--- src/rtl/mode_residency_accumulator_assert.svh ---
// Assertion macros for the mode residency accumulator.
// Both macros sample on clk_i; MRA_ASSERT is also disabled while rst_ni is low.
`ifndef MODE_RESIDENCY_ACCUMULATOR_ASSERT_SVH
`define MODE_RESIDENCY_ACCUMULATOR_ASSERT_SVH

`ifndef SYNTH
`define MRA_ASSERT(lbl, prop) \
  lbl: assert property (@(posedge clk_i) disable iff (!rst_ni) prop) \
    else $error("mra assertion failed");
`define MRA_ASSERT_ANY(lbl, prop) \
  lbl: assert property (@(posedge clk_i) prop) \
    else $error("mra assertion failed");
`else
`define MRA_ASSERT(lbl, prop)
`define MRA_ASSERT_ANY(lbl, prop)
`endif

`endif

--- src/rtl/mra_pkg.sv ---
`timescale 1ns / 1ps
`default_nettype none

package mra_pkg;

  localparam logic [4:0] MODE_COUNT_RESET = 5'd16;
  localparam int         RESULT_LIMIT     = 16;

  typedef enum logic [1:0] {
    OP_CLEAR  = 2'd0,
    OP_XFER   = 2'd1,
    OP_GET    = 2'd2,
    OP_DELTA  = 2'd3
  } op_e;

  typedef enum logic [1:0] {
    ST_IDLE,
    ST_EXEC,
    ST_EMIT
  } state_e;

  typedef struct packed {
    logic [1:0]  opcode;
    logic [63:0] now;
    logic [3:0]  mode;
  } in_t;

  typedef struct packed {
    logic [3:0]  mode_index;
    logic [63:0] value;
    logic [63:0] stamp;
    logic        last;
  } out_t;

  typedef struct packed {
    logic load;
    logic exec;
    logic emit;
  } cmd_t;

  typedef struct packed {
    logic op_readout;
    logic out_free;
    logic idx_last;
  } sts_t;

endpackage

`default_nettype wire

--- src/rtl/mra_ctrl.sv ---
`timescale 1ns / 1ps
`default_nettype none

module mra_ctrl (
  input  logic          clk_i,
  input  logic          rst_ni,
  input  logic          in_valid_i,
  output logic          in_ready_o,
  input  mra_pkg::sts_t sts_i,
  output mra_pkg::cmd_t cmd_o
);

  mra_pkg::state_e state_q, state_d;

  always_ff @(posedge clk_i or negedge rst_ni) begin
    if (!rst_ni) begin
      state_q <= mra_pkg::ST_IDLE;
    end else begin
      state_q <= state_d;
    end
  end

  always_comb begin
    state_d    = state_q;
    in_ready_o = 1'b0;
    cmd_o      = '0;
    unique case (state_q)
      mra_pkg::ST_IDLE: begin
        in_ready_o = 1'b1;
        if (in_valid_i) begin
          cmd_o.load = 1'b1;
          state_d    = mra_pkg::ST_EXEC;
        end
      end
      mra_pkg::ST_EXEC: begin
        cmd_o.exec = 1'b1;
        state_d    = sts_i.op_readout ? mra_pkg::ST_EMIT : mra_pkg::ST_IDLE;
      end
      mra_pkg::ST_EMIT: begin
        cmd_o.emit = 1'b1;
        if (sts_i.out_free && sts_i.idx_last) begin
          state_d = mra_pkg::ST_IDLE;
        end
      end
      default: begin
        state_d = mra_pkg::ST_IDLE;
      end
    endcase
  end

endmodule

`default_nettype wire

--- src/rtl/mra_datapath.sv ---
`timescale 1ns / 1ps
`default_nettype none

module mra_datapath #(
  parameter int NumModes = 16
) (
  input  logic          clk_i,
  input  logic          rst_ni,
  input  mra_pkg::in_t  in_data_i,
  input  logic          cfg_valid_i,
  input  logic [4:0]    cfg_data_i,
  input  mra_pkg::cmd_t cmd_i,
  output mra_pkg::sts_t sts_o,
  output logic          out_valid_o,
  input  logic          out_ready_i,
  output mra_pkg::out_t out_data_o
);

  localparam int IdxW = (NumModes > 1) ? $clog2(NumModes) : 1;
  localparam logic [4:0] Cap = 5'(NumModes);

  logic [4:0]      mode_count_q;
  logic [1:0]      op_q;
  logic [63:0]     now_q;
  logic [3:0]      mode_q;
  logic [63:0]     stamp_q;
  logic [63:0]     res_q  [NumModes];
  logic [63:0]     snap_q [NumModes];
  logic [IdxW-1:0] idx_q;
  logic            out_valid_q;
  mra_pkg::out_t   out_q;

  logic [4:0]  last_m1;
  logic        out_load;
  logic        mode_ok;
  logic [63:0] elapsed;
  logic [63:0] rd_res;
  logic [63:0] rd_snap;

  always_comb begin
    if (mode_count_q == 5'd0) begin
      last_m1 = 5'd0;
    end else if (mode_count_q > Cap) begin
      last_m1 = Cap - 5'd1;
    end else begin
      last_m1 = mode_count_q - 5'd1;
    end
  end

  assign mode_ok  = {1'b0, mode_q} < 5'(NumModes);
  assign elapsed  = now_q - stamp_q;
  assign out_load = cmd_i.emit && (!out_valid_q || out_ready_i);
  assign rd_res   = res_q[idx_q];
  assign rd_snap  = snap_q[idx_q];

  assign sts_o.op_readout = (op_q == mra_pkg::OP_GET) || (op_q == mra_pkg::OP_DELTA);
  assign sts_o.out_free   = !out_valid_q || out_ready_i;
  assign sts_o.idx_last   = 5'(idx_q) == last_m1;

  always_ff @(posedge clk_i or negedge rst_ni) begin
    if (!rst_ni) begin
      mode_count_q <= mra_pkg::MODE_COUNT_RESET;
    end else if (cfg_valid_i) begin
      mode_count_q <= cfg_data_i;
    end
  end

  always_ff @(posedge clk_i) begin
    if (cmd_i.load) begin
      op_q   <= in_data_i.opcode;
      now_q  <= in_data_i.now;
      mode_q <= in_data_i.mode;
    end
  end

  always_ff @(posedge clk_i or negedge rst_ni) begin
    if (!rst_ni) begin
      stamp_q <= '0;
      for (int i = 0; i < NumModes; i++) begin
        res_q[i]  <= '0;
        snap_q[i] <= '0;
      end
    end else begin
      if (cmd_i.exec) begin
        stamp_q <= now_q;
        if (op_q == mra_pkg::OP_CLEAR) begin
          for (int i = 0; i < NumModes; i++) begin
            res_q[i] <= '0;
          end
        end else if (mode_ok) begin
          res_q[mode_q[IdxW-1:0]] <= res_q[mode_q[IdxW-1:0]] + elapsed;
        end
      end
      if (out_load) begin
        snap_q[idx_q] <= rd_res;
      end
    end
  end

  always_ff @(posedge clk_i or negedge rst_ni) begin
    if (!rst_ni) begin
      idx_q <= '0;
    end else if (cmd_i.exec) begin
      idx_q <= '0;
    end else if (out_load) begin
      idx_q <= idx_q + IdxW'(1);
    end
  end

  always_ff @(posedge clk_i or negedge rst_ni) begin
    if (!rst_ni) begin
      out_valid_q <= 1'b0;
    end else if (out_load) begin
      out_valid_q <= 1'b1;
    end else if (out_ready_i) begin
      out_valid_q <= 1'b0;
    end
  end

  always_ff @(posedge clk_i) begin
    if (out_load) begin
      out_q.mode_index <= 4'(idx_q);
      out_q.value      <= (op_q == mra_pkg::OP_DELTA) ? (rd_res - rd_snap) : rd_res;
      out_q.stamp      <= stamp_q;
      out_q.last       <= sts_o.idx_last;
    end
  end

  assign out_valid_o = out_valid_q;
  assign out_data_o  = out_q;

endmodule

`default_nettype wire

--- src/rtl/mode_residency_accumulator.sv ---
// Channel  Direction  Payload               Handshake
// in       input      mra_pkg::in_t         in_valid_i / in_ready_o
// out      output     mra_pkg::out_t        out_valid_o / out_ready_i
// cfg      input      mode count, 5 bits    cfg_valid_i / cfg_ready_o
//
// Clear and transition: accept, then the update in the exec state, then back to idle.
// A readout emits one entry a cycle, unless stalled, for n = 1 to NumModes effective modes.
// The emit walk stalls while the output register holds an untaken beat.
// Reset clears all accumulators, snapshots and the stamp at once; no sweep follows.
// A new item is accepted as soon as the last beat of a readout is registered.
`timescale 1ns / 1ps
`default_nettype none

`include "mode_residency_accumulator_assert.svh"

module mode_residency_accumulator #(
  parameter int MAX_MODES = 16
) (
  input  logic          clk_i,
  input  logic          rst_ni,
  input  logic          in_valid_i,
  output logic          in_ready_o,
  input  mra_pkg::in_t  in_data_i,
  output logic          out_valid_o,
  input  logic          out_ready_i,
  output mra_pkg::out_t out_data_o,
  input  logic          cfg_valid_i,
  output logic          cfg_ready_o,
  input  logic [4:0]    cfg_data_i
);

  localparam int NumModes =
    (MAX_MODES < mra_pkg::RESULT_LIMIT) ? MAX_MODES : mra_pkg::RESULT_LIMIT;

  mra_pkg::cmd_t cmd;
  mra_pkg::sts_t sts;

  assign cfg_ready_o = 1'b1;

  mra_ctrl u_ctrl (
    .clk_i      (clk_i),
    .rst_ni     (rst_ni),
    .in_valid_i (in_valid_i),
    .in_ready_o (in_ready_o),
    .sts_i      (sts),
    .cmd_o      (cmd)
  );

  mra_datapath #(
    .NumModes (NumModes)
  ) u_datapath (
    .clk_i       (clk_i),
    .rst_ni      (rst_ni),
    .in_data_i   (in_data_i),
    .cfg_valid_i (cfg_valid_i),
    .cfg_data_i  (cfg_data_i),
    .cmd_i       (cmd),
    .sts_o       (sts),
    .out_valid_o (out_valid_o),
    .out_ready_i (out_ready_i),
    .out_data_o  (out_data_o)
  );

  `MRA_ASSERT(a_accept_then_exec, (in_valid_i && in_ready_o) |=> cmd.exec)
  `MRA_ASSERT(a_readout_starts_walk, (cmd.exec && sts.op_readout) |=> cmd.emit)
  `MRA_ASSERT(a_walk_ends, (cmd.emit && sts.out_free && sts.idx_last) |=> !cmd.emit)
  `MRA_ASSERT_ANY(a_no_accept_in_walk, cmd.emit |-> !in_ready_o)

endmodule

`default_nettype wire
--- config.mk ---
export PLATFORM = sky130hd
export DESIGN_NAME = mode_residency_accumulator
export DESIGN_NICKNAME = d
export VERILOG_FILES = /design/src/rtl/mra_pkg.sv /design/src/rtl/mra_ctrl.sv /design/src/rtl/mra_datapath.sv /design/src/rtl/mode_residency_accumulator.sv
export VERILOG_INCLUDE_DIRS = /design/src /design/src/rtl
export SDC_FILE = /design/constraint.sdc
export NUM_CORES = 2
export LEC_CHECK = 0
export ABC_CLOCK_PERIOD_IN_PS = 13970
export BUFFER_PORTS_ARGS = -buffer_cell sky130_fd_sc_hd__buf_4
export CAP_MARGIN = 30
export CELL_PAD_IN_SITES_DETAIL_PLACEMENT = 0
export CELL_PAD_IN_SITES_GLOBAL_PLACEMENT = 1
export CORE_AREA = 2 2 469 588
export DETAILED_ROUTE_END_ITERATION = 10
export DIE_AREA = 0 0 471 590
export GPL_TIMING_DRIVEN = 1
export HOLD_SLACK_MARGIN = 0.08
export PLACE_DENSITY_LB_ADDON = 0.1
export SYNTH_ARGS = -nofsm -noshare
export SYNTH_HDL_FRONTEND = slang
export SYNTH_SLANG_ARGS = --single-unit
--- constraint.sdc ---
create_clock -name clk_i -period 13.97 [get_ports clk_i]
set_input_delay 4.191 -clock clk_i [delete_from_list [all_inputs] [get_ports clk_i]]
set_output_delay 4.191 -clock clk_i [all_outputs]
set_load 0.01 [all_outputs]
; ---- Word-level counts from Yosys, hierarchy flattened
; Cells that the tools add are included.
; Widths: inputs -> output; s select.
[word_totals]
ff_bits = 2327
latchBits = 0
mem_bits_rw = 0
rom_bits = 0
input_bits = 80
output_inout_bits = 136
elab_cells = 108
mem_count = 0
[classes]
add_sub_neg = 5
mul = 0
n_div = 0
magnitude_cmp = 5
n_eq_ne = 7
n_shift = 0
n_mux = 32
bitwise_logic = 2
reduce_logical = 13
[op_table]
columns = cell, n
row1 = $bwmux 1024, 2
row2 = $mux 1024, 1
row3 = $bmux 64 s4, 3
row4 = $mux 64, 9
row5 = $demux 64 s4, 2
row6 = $sub 64x64->64, 2
row7 = $add 64x64->64, 1
row8 = $ge 5x5->1 const B, 2
row9 = $lt 5x1->1 const B, 2
row10 = $mux 5, 2
row11 = $not 4->5, 2
row12 = $mux 4, 2
row13 = $mux 1, 7
row14 = $eq 2x2->1 const B, 3
row15 = $mux 2, 3
row16 = $pmux 2 s3, 1
row17 = $eq 4x5->1, 1
row18 = $gt 5x5->1 const B, 1
row19 = $logic_not 5->1, 1
row20 = $sub 5x1->5 const B, 1
row21 = $add 4x1->4 const B, 1
row22 = $logic_and 1x1->1, 4
row23 = $logic_not 2->1, 2
row24 = $reduce_bool 2->1, 2
row25 = other kinds (6), 7

; ---- Longest topological paths before layout
[depth]
depth_word = 7
mapped_depth = 23
mapped_depth_nobuf = 16

; ---- Cells and area by module
; Synthesis repeated with hierarchy kept, for this count alone.
[hier_totals]
cells_unflattened = 8090
area_unflattened_um2 = 116259.0
[by_module_without_submodules]
columns = module, instances, cells_per_inst, area_per_inst_um2, seq_area_each_um2
row1 = mra_datapath, 1, 8079, 116141.4, 59198.0
row2 = mra_ctrl, 1, 9, 106.4, 50.0
row3 = mode_residency_accumulator, 1, 2, 11.3, 0.0

; ---- Worst setup path before layout
; No wires, ideal clock.
[synth_timing]
kind = input to register
startpoint = input out_ready_i
endpoint = register u_datapath.snap_q[293] (netlist name)
setup_time_ns = 0.125
arrival_ns = 9.726
required_time_ns = 13.845
setup_slack_ns = 4.119
path_stages = 8
n_path_buf = 4
cell_sequence = nand2b_1 and2_1 clkbuf_1 clkbuf_1 nand3_1 clkbuf_1 buf_1 mux2_2
[synth_between]
elab_chain_len = 2
[synth_rtl]
columns = item, line_no
row1 = start: declaration, mode_residency_accumulator.sv:25  ; input logic out_ready_i,
row2 = $logic_or 1x1->1, mra_datapath.sv:52  ; assign out_load = cmd_i.emit && (!out_valid_q || out_ready_i);
row3 = $logic_and 1x1->1, mra_datapath.sv:52
row4 = via u_datapath.out_load, mra_datapath.sv:34  ; logic out_load;
row5 = end signal: indexed assignment, mra_datapath.sv:95  ; snap_q[idx_q] <= rd_res;
row6 = end: declaration, mra_datapath.sv:28  ; logic [63:0] snap_q [NumModes];
; The timed path passes the listed nets, and every way through them passes these cells.
; A chain may end at the register's enable or synchronous reset.

; ---- Worst setup path in the final report
[layout_timing]
startpoint = register u_datapath.mode_q[1]
endpoint = register u_datapath.res_q[561] (netlist name)
[layout_between]
elab_chain_len = 7
word_cells_on_any_way = 12
cone_classes = 1 x add/sub / 2 x order compare / 7 x mux / 1 x bitwise / 1 x reduce/logical
[layout_rtl]
columns = item, line_no
row1 = start: declaration, mra_datapath.sv:25  ; logic [3:0] mode_q;
row2 = start signal: assignment, mra_datapath.sv:72  ; mode_q <= in_data_i.mode;
row3 = $not 4->5 (implied by the code) (*), mra_datapath.sv:91  ; res_q[mode_q[IdxW-1:0]] <= res_q[mode_q[IdxW-1:0]] + elapsed;
row4 = $bmux 64 s4 (tied with other cells), mra_datapath.sv:91
row5 = $mux 64 (implied by the code) or $logic_and 1x1->1 (tied branches), mra_datapath.sv:91
row6 = $mux 64 (implied by the code), mra_datapath.sv:91
row7 = $add 64x64->64 or $demux 64 s4 (tied branches), mra_datapath.sv:91
row8 = $bwmux 1024 (*), mra_datapath.sv:91
row9 = $mux 1024 (*), mra_datapath.sv:86  ; if (op_q == mra_pkg::OP_CLEAR) begin
row10 = end signal: indexed assignment, mra_datapath.sv:91
row11 = end: declaration, mra_datapath.sv:27  ; logic [63:0] res_q [NumModes];
; Every way passes the cells marked *; elsewhere a longest branch is shown, timed or not. The select of a mux whose other input is x is not followed.

==> metrics <==
Synth top area share 45.6%; post-cts gate resize count 0; post-CTS setup repair buffer count 0; Top cell by count, worst path a21oi_1; IR drop worst, VDD 268 uV; Post-synth EDFFs 203; antenna violations before repair 8; Hold Path Origin u_datapath.snap_q[0]; crit path from u_datapath.mode_q[1]; Worst setup SP type register; Area Growth Syn to Fin 12.2%; setup TNS 0 ns; HPWL after detailed placement 233 mm; ranking of synthesized cells by area dfrtp_1, mux4_2, mux2_2; Worst Hold Class reg -> reg; syn_area_per_cell 14.2 um2; cell family with most CP delay compound AO/OA/AOI/OAI gates; Final Hold Vio Count 0; CTS Buffer Depth 4; CP arrival 8.78 ns; die footprint 278,000 um2; Finish-stage setup viols 0; YS warnings 0; area of the multi-input gates 53,600 um2; max frequency 126 MHz; per-cell routed wire length 33.4 um; Syn Std Cell Area 117,000 um2; top routing layer used met4; Die X 471 um; critical path depth in cells 18; Initial DRT Pass Iterations 5; crit path cell chain buf_4 -> buf_4 -> mux4_2 -> mux4_2 -> inv_1 -> fa_1 -> inv_1 -> ha_1 -> a2111oi_2 -> a21oi_1 -> a21oi_1 -> a211oi_2 -> a21oi_1 -> o31ai_4 -> a41oi_4 -> o21ai_1 -> xor2_2 -> a22o_1; Cell Rows 215; Design Area, Final 131,000 um2; Finished Layout Cells 11,927; vias in the first global route 80,556; # IOs 216; ys async rst share 91.3%; WP data required 14.81 ns; clk slew on worst S/H paths 0.06 ns; via/cell ratio 6.43; switching part of the total power 45.4%; fin. max-slew vios 0; gr ovfl total 0; met2 wire len 196 mm; Hold Buf Count CTS 0; Comb pwr share 54.4%; cells on worst reg2reg path 18; Clock Skews 0.0578 ns; initial cell density of the core 42.7%; Iter 0 DRT Violations 6,935; Num CTS Buffers 244; H-tree depth 4; Synth Register Bits 2,327; detailed-route via count 76,735; first-pass GRT wire length 583 mm; sequential share of the synthesized area 50.8%; Worst path max stage delay 0.85 ns; Core Area 273,000 um2; Post-DP Area 122,000 um2; critical path buffer and inverter count 4; nets@finish 8,427; GRT Overall Usage 28.6%; Clock power frac 17.8%; prevailing post-synth register cell dfrtp_1; setup repair after global routing missed its margin no; register share of total power 27.8%; Worst R2R Setup Slack 6.03 ns; outcome finished clean; Residual DRC 0; Power Density 290 nW/um2; number of nets still failing antenna checks after routing 0; Seq. cell area 59,300 um2; routability cong. 0.881; final period utilization 56.8%; most common cell in the synthesized netlist dfrtp_1; worst hold path depth 2; largest net degree at the start of global routing 169; CTS tree built; P_leak 58.9 nW; critical path capture point type register; internal power 20.7 mW; Commonest cells post-synth dfrtp_1, mux2_2, mux4_2; Synth cell types 85; type of the worst setup path reg -> reg; number of I/O port buffers 214; DP Cell Count 11,478; NetSw 17.2 mW; slowest CP cell edfxtp_1; Root Driver clkbuf_16; Detailed Route WL 398 mm; reg2reg start u_datapath.mode_q[1]; Relative slew margins 25.1%; worst r2r dst u_datapath.res_q[561]; Fill cells 23,797; WL met1 162 mm; layout cells sized above 1 34.4%; Synth area leader dfrtp_1; clk_lat worst skew 0.93 ns; Sink Count 2,327; met3 routed WL 23.1 mm; Die Y 590 um; Worst Hold Path EP u_datapath.snap_q[0]; Synth Net Count 8,502; final worst path period need 7.94 ns; max cap viols 0; Mapped Cells 8,226; Crit Path Max Fanout 50; Tightest Pin Transition 1.12 ns
==> worst register-to-register path, cell delays in order, from the launching register on <==
cell and delay, ns:
edfxtp_1 0.85, buf_4 0.80, buf_4 0.85, mux4_2 0.46, mux4_2 0.57, inv_1 0.11, fa_1 0.40, inv_1 0.06
ha_1 0.32, a2111oi_2 0.36, a21oi_1 0.11, a21oi_1 0.37, a211oi_2 0.10, a21oi_1 0.80, o31ai_4 0.18, a41oi_4 0.41
o21ai_1 0.18, xor2_2 0.65, a22o_1 0.27
==> stage by stage <==
| stage | utilization, % | setup slack, ns | hold slack (ns) | total power [mW] |
|---|---|---|---|---|
| 6_report | 47.9 | 6.03 | 0.475 | 37.9 |
| 5_1_grt | 47.9 | 5.82 | 0.495 | 40.0 |
| 3_3_place_gp | 44.7 | 6.14 | 0.458 | 30.6 |
| 3_5_place_dp | 44.9 | 6.14 | 0.465 | 31.0 |
| 4_1_cts | 47.9 | 6.10 | 0.478 | 37.9 |
| 2_1_floorplan | - | 4.12 | 0.423 | 23.8 |
==> worst max-delay path by stage <==
stage / slack [ns] / endpoint
after floorplan: 4.12 / u_datapath.snap_q[293]
after global placement: 6.14 / u_datapath.out_data_o[120]
after detailed placement: 6.14 / u_datapath.out_data_o[105]
after CTS: 6.10 / u_datapath.out_data_o[105]
after global routing: 5.82 / u_datapath.out_data_o[105]
final: 6.03 / u_datapath.res_q[561]
==> kinds of logic after synthesis <==
| group | count (synthesis) | synth area share (%) |
|---|---|---|
| and+or+nand+nor | 814 | 3.13 |
| DFF | 2327 | 50.8 |
| other | 1 | 0.00322 |
| buffers and inverters | 1124 | 3.71 |
| AOI/OAI and AO/OA | 1691 | 10.7 |
| muxes | 1955 | 28.2 |
| xor gates and xnor gates | 117 | 0.924 |
| adders and majority gates | 197 | 2.52 |
==> power by group through the flow <==
stage	clock network, mW	logic [mW]	registers (mW)
final	6.73	20.6	10.5
after CTS	6.86	20.5	10.5
after global routing	7.13	22.1	10.8
after floorplan	0	13.7	10.0
after detailed placement	0	20.5	10.6
after global placement	0	20.1	10.5
==> state kept, by name, indices dropped and copies added, names as in the netlist, 2 cells and up <==
signal / count
u_ctrl.state_q: 2
u_datapath.idx_q: 4
u_datapath.mode_count_q: 5
u_datapath.mode_q: 4
u_datapath.now_q: 64
u_datapath.op_q: 2
u_datapath.out_data_o: 133
u_datapath.res_q: 1024
u_datapath.snap_q: 1024
u_datapath.stamp_q: 64
==> layer usage <==
metal	vias up	track usage [%]
li1	31182	-
met1	41715	37.8
met2	3004	48.1
met3	834	4.08
met4	0	10.5
met5	-	0
==> cells in the final DEF, fill, tap and decap left out, types with 34 or more instances in the layout <==
master / instances
mux2_2: 994
o21ai_0: 374
fa_1: 64
xnor2_1: 56
a22oi_1: 34
dfrtp_1: 2119
clkinv_2: 37
clkbuf_1: 55
edfxtp_1: 203
clkbuf_8: 52
nand2_1: 428
nor2_1: 95
ha_1: 132
a21o_1: 83
a22o_1: 849
xor2_1: 44
mux4_2: 960
a21oi_1: 149
inv_1: 358
clkbuf_16: 251
nand3_1: 67
buf_4: 401
==> cell type report <==
cell class / instances / share of cell area, %
Clock inverter: 79 / 0.702
Timing Repair Buffer: 445 / 3.04
Clock buffer: 358 / 5.51
Inverter: 358 / 1.03
Multi-Input combinational cell: 4775 / 41.0
Tap cell: 3580 / 3.43
Antenna cell: 5 / 0.00957
Sequential cell: 2327 / 45.3
Power figures use the tool's default switching activity.
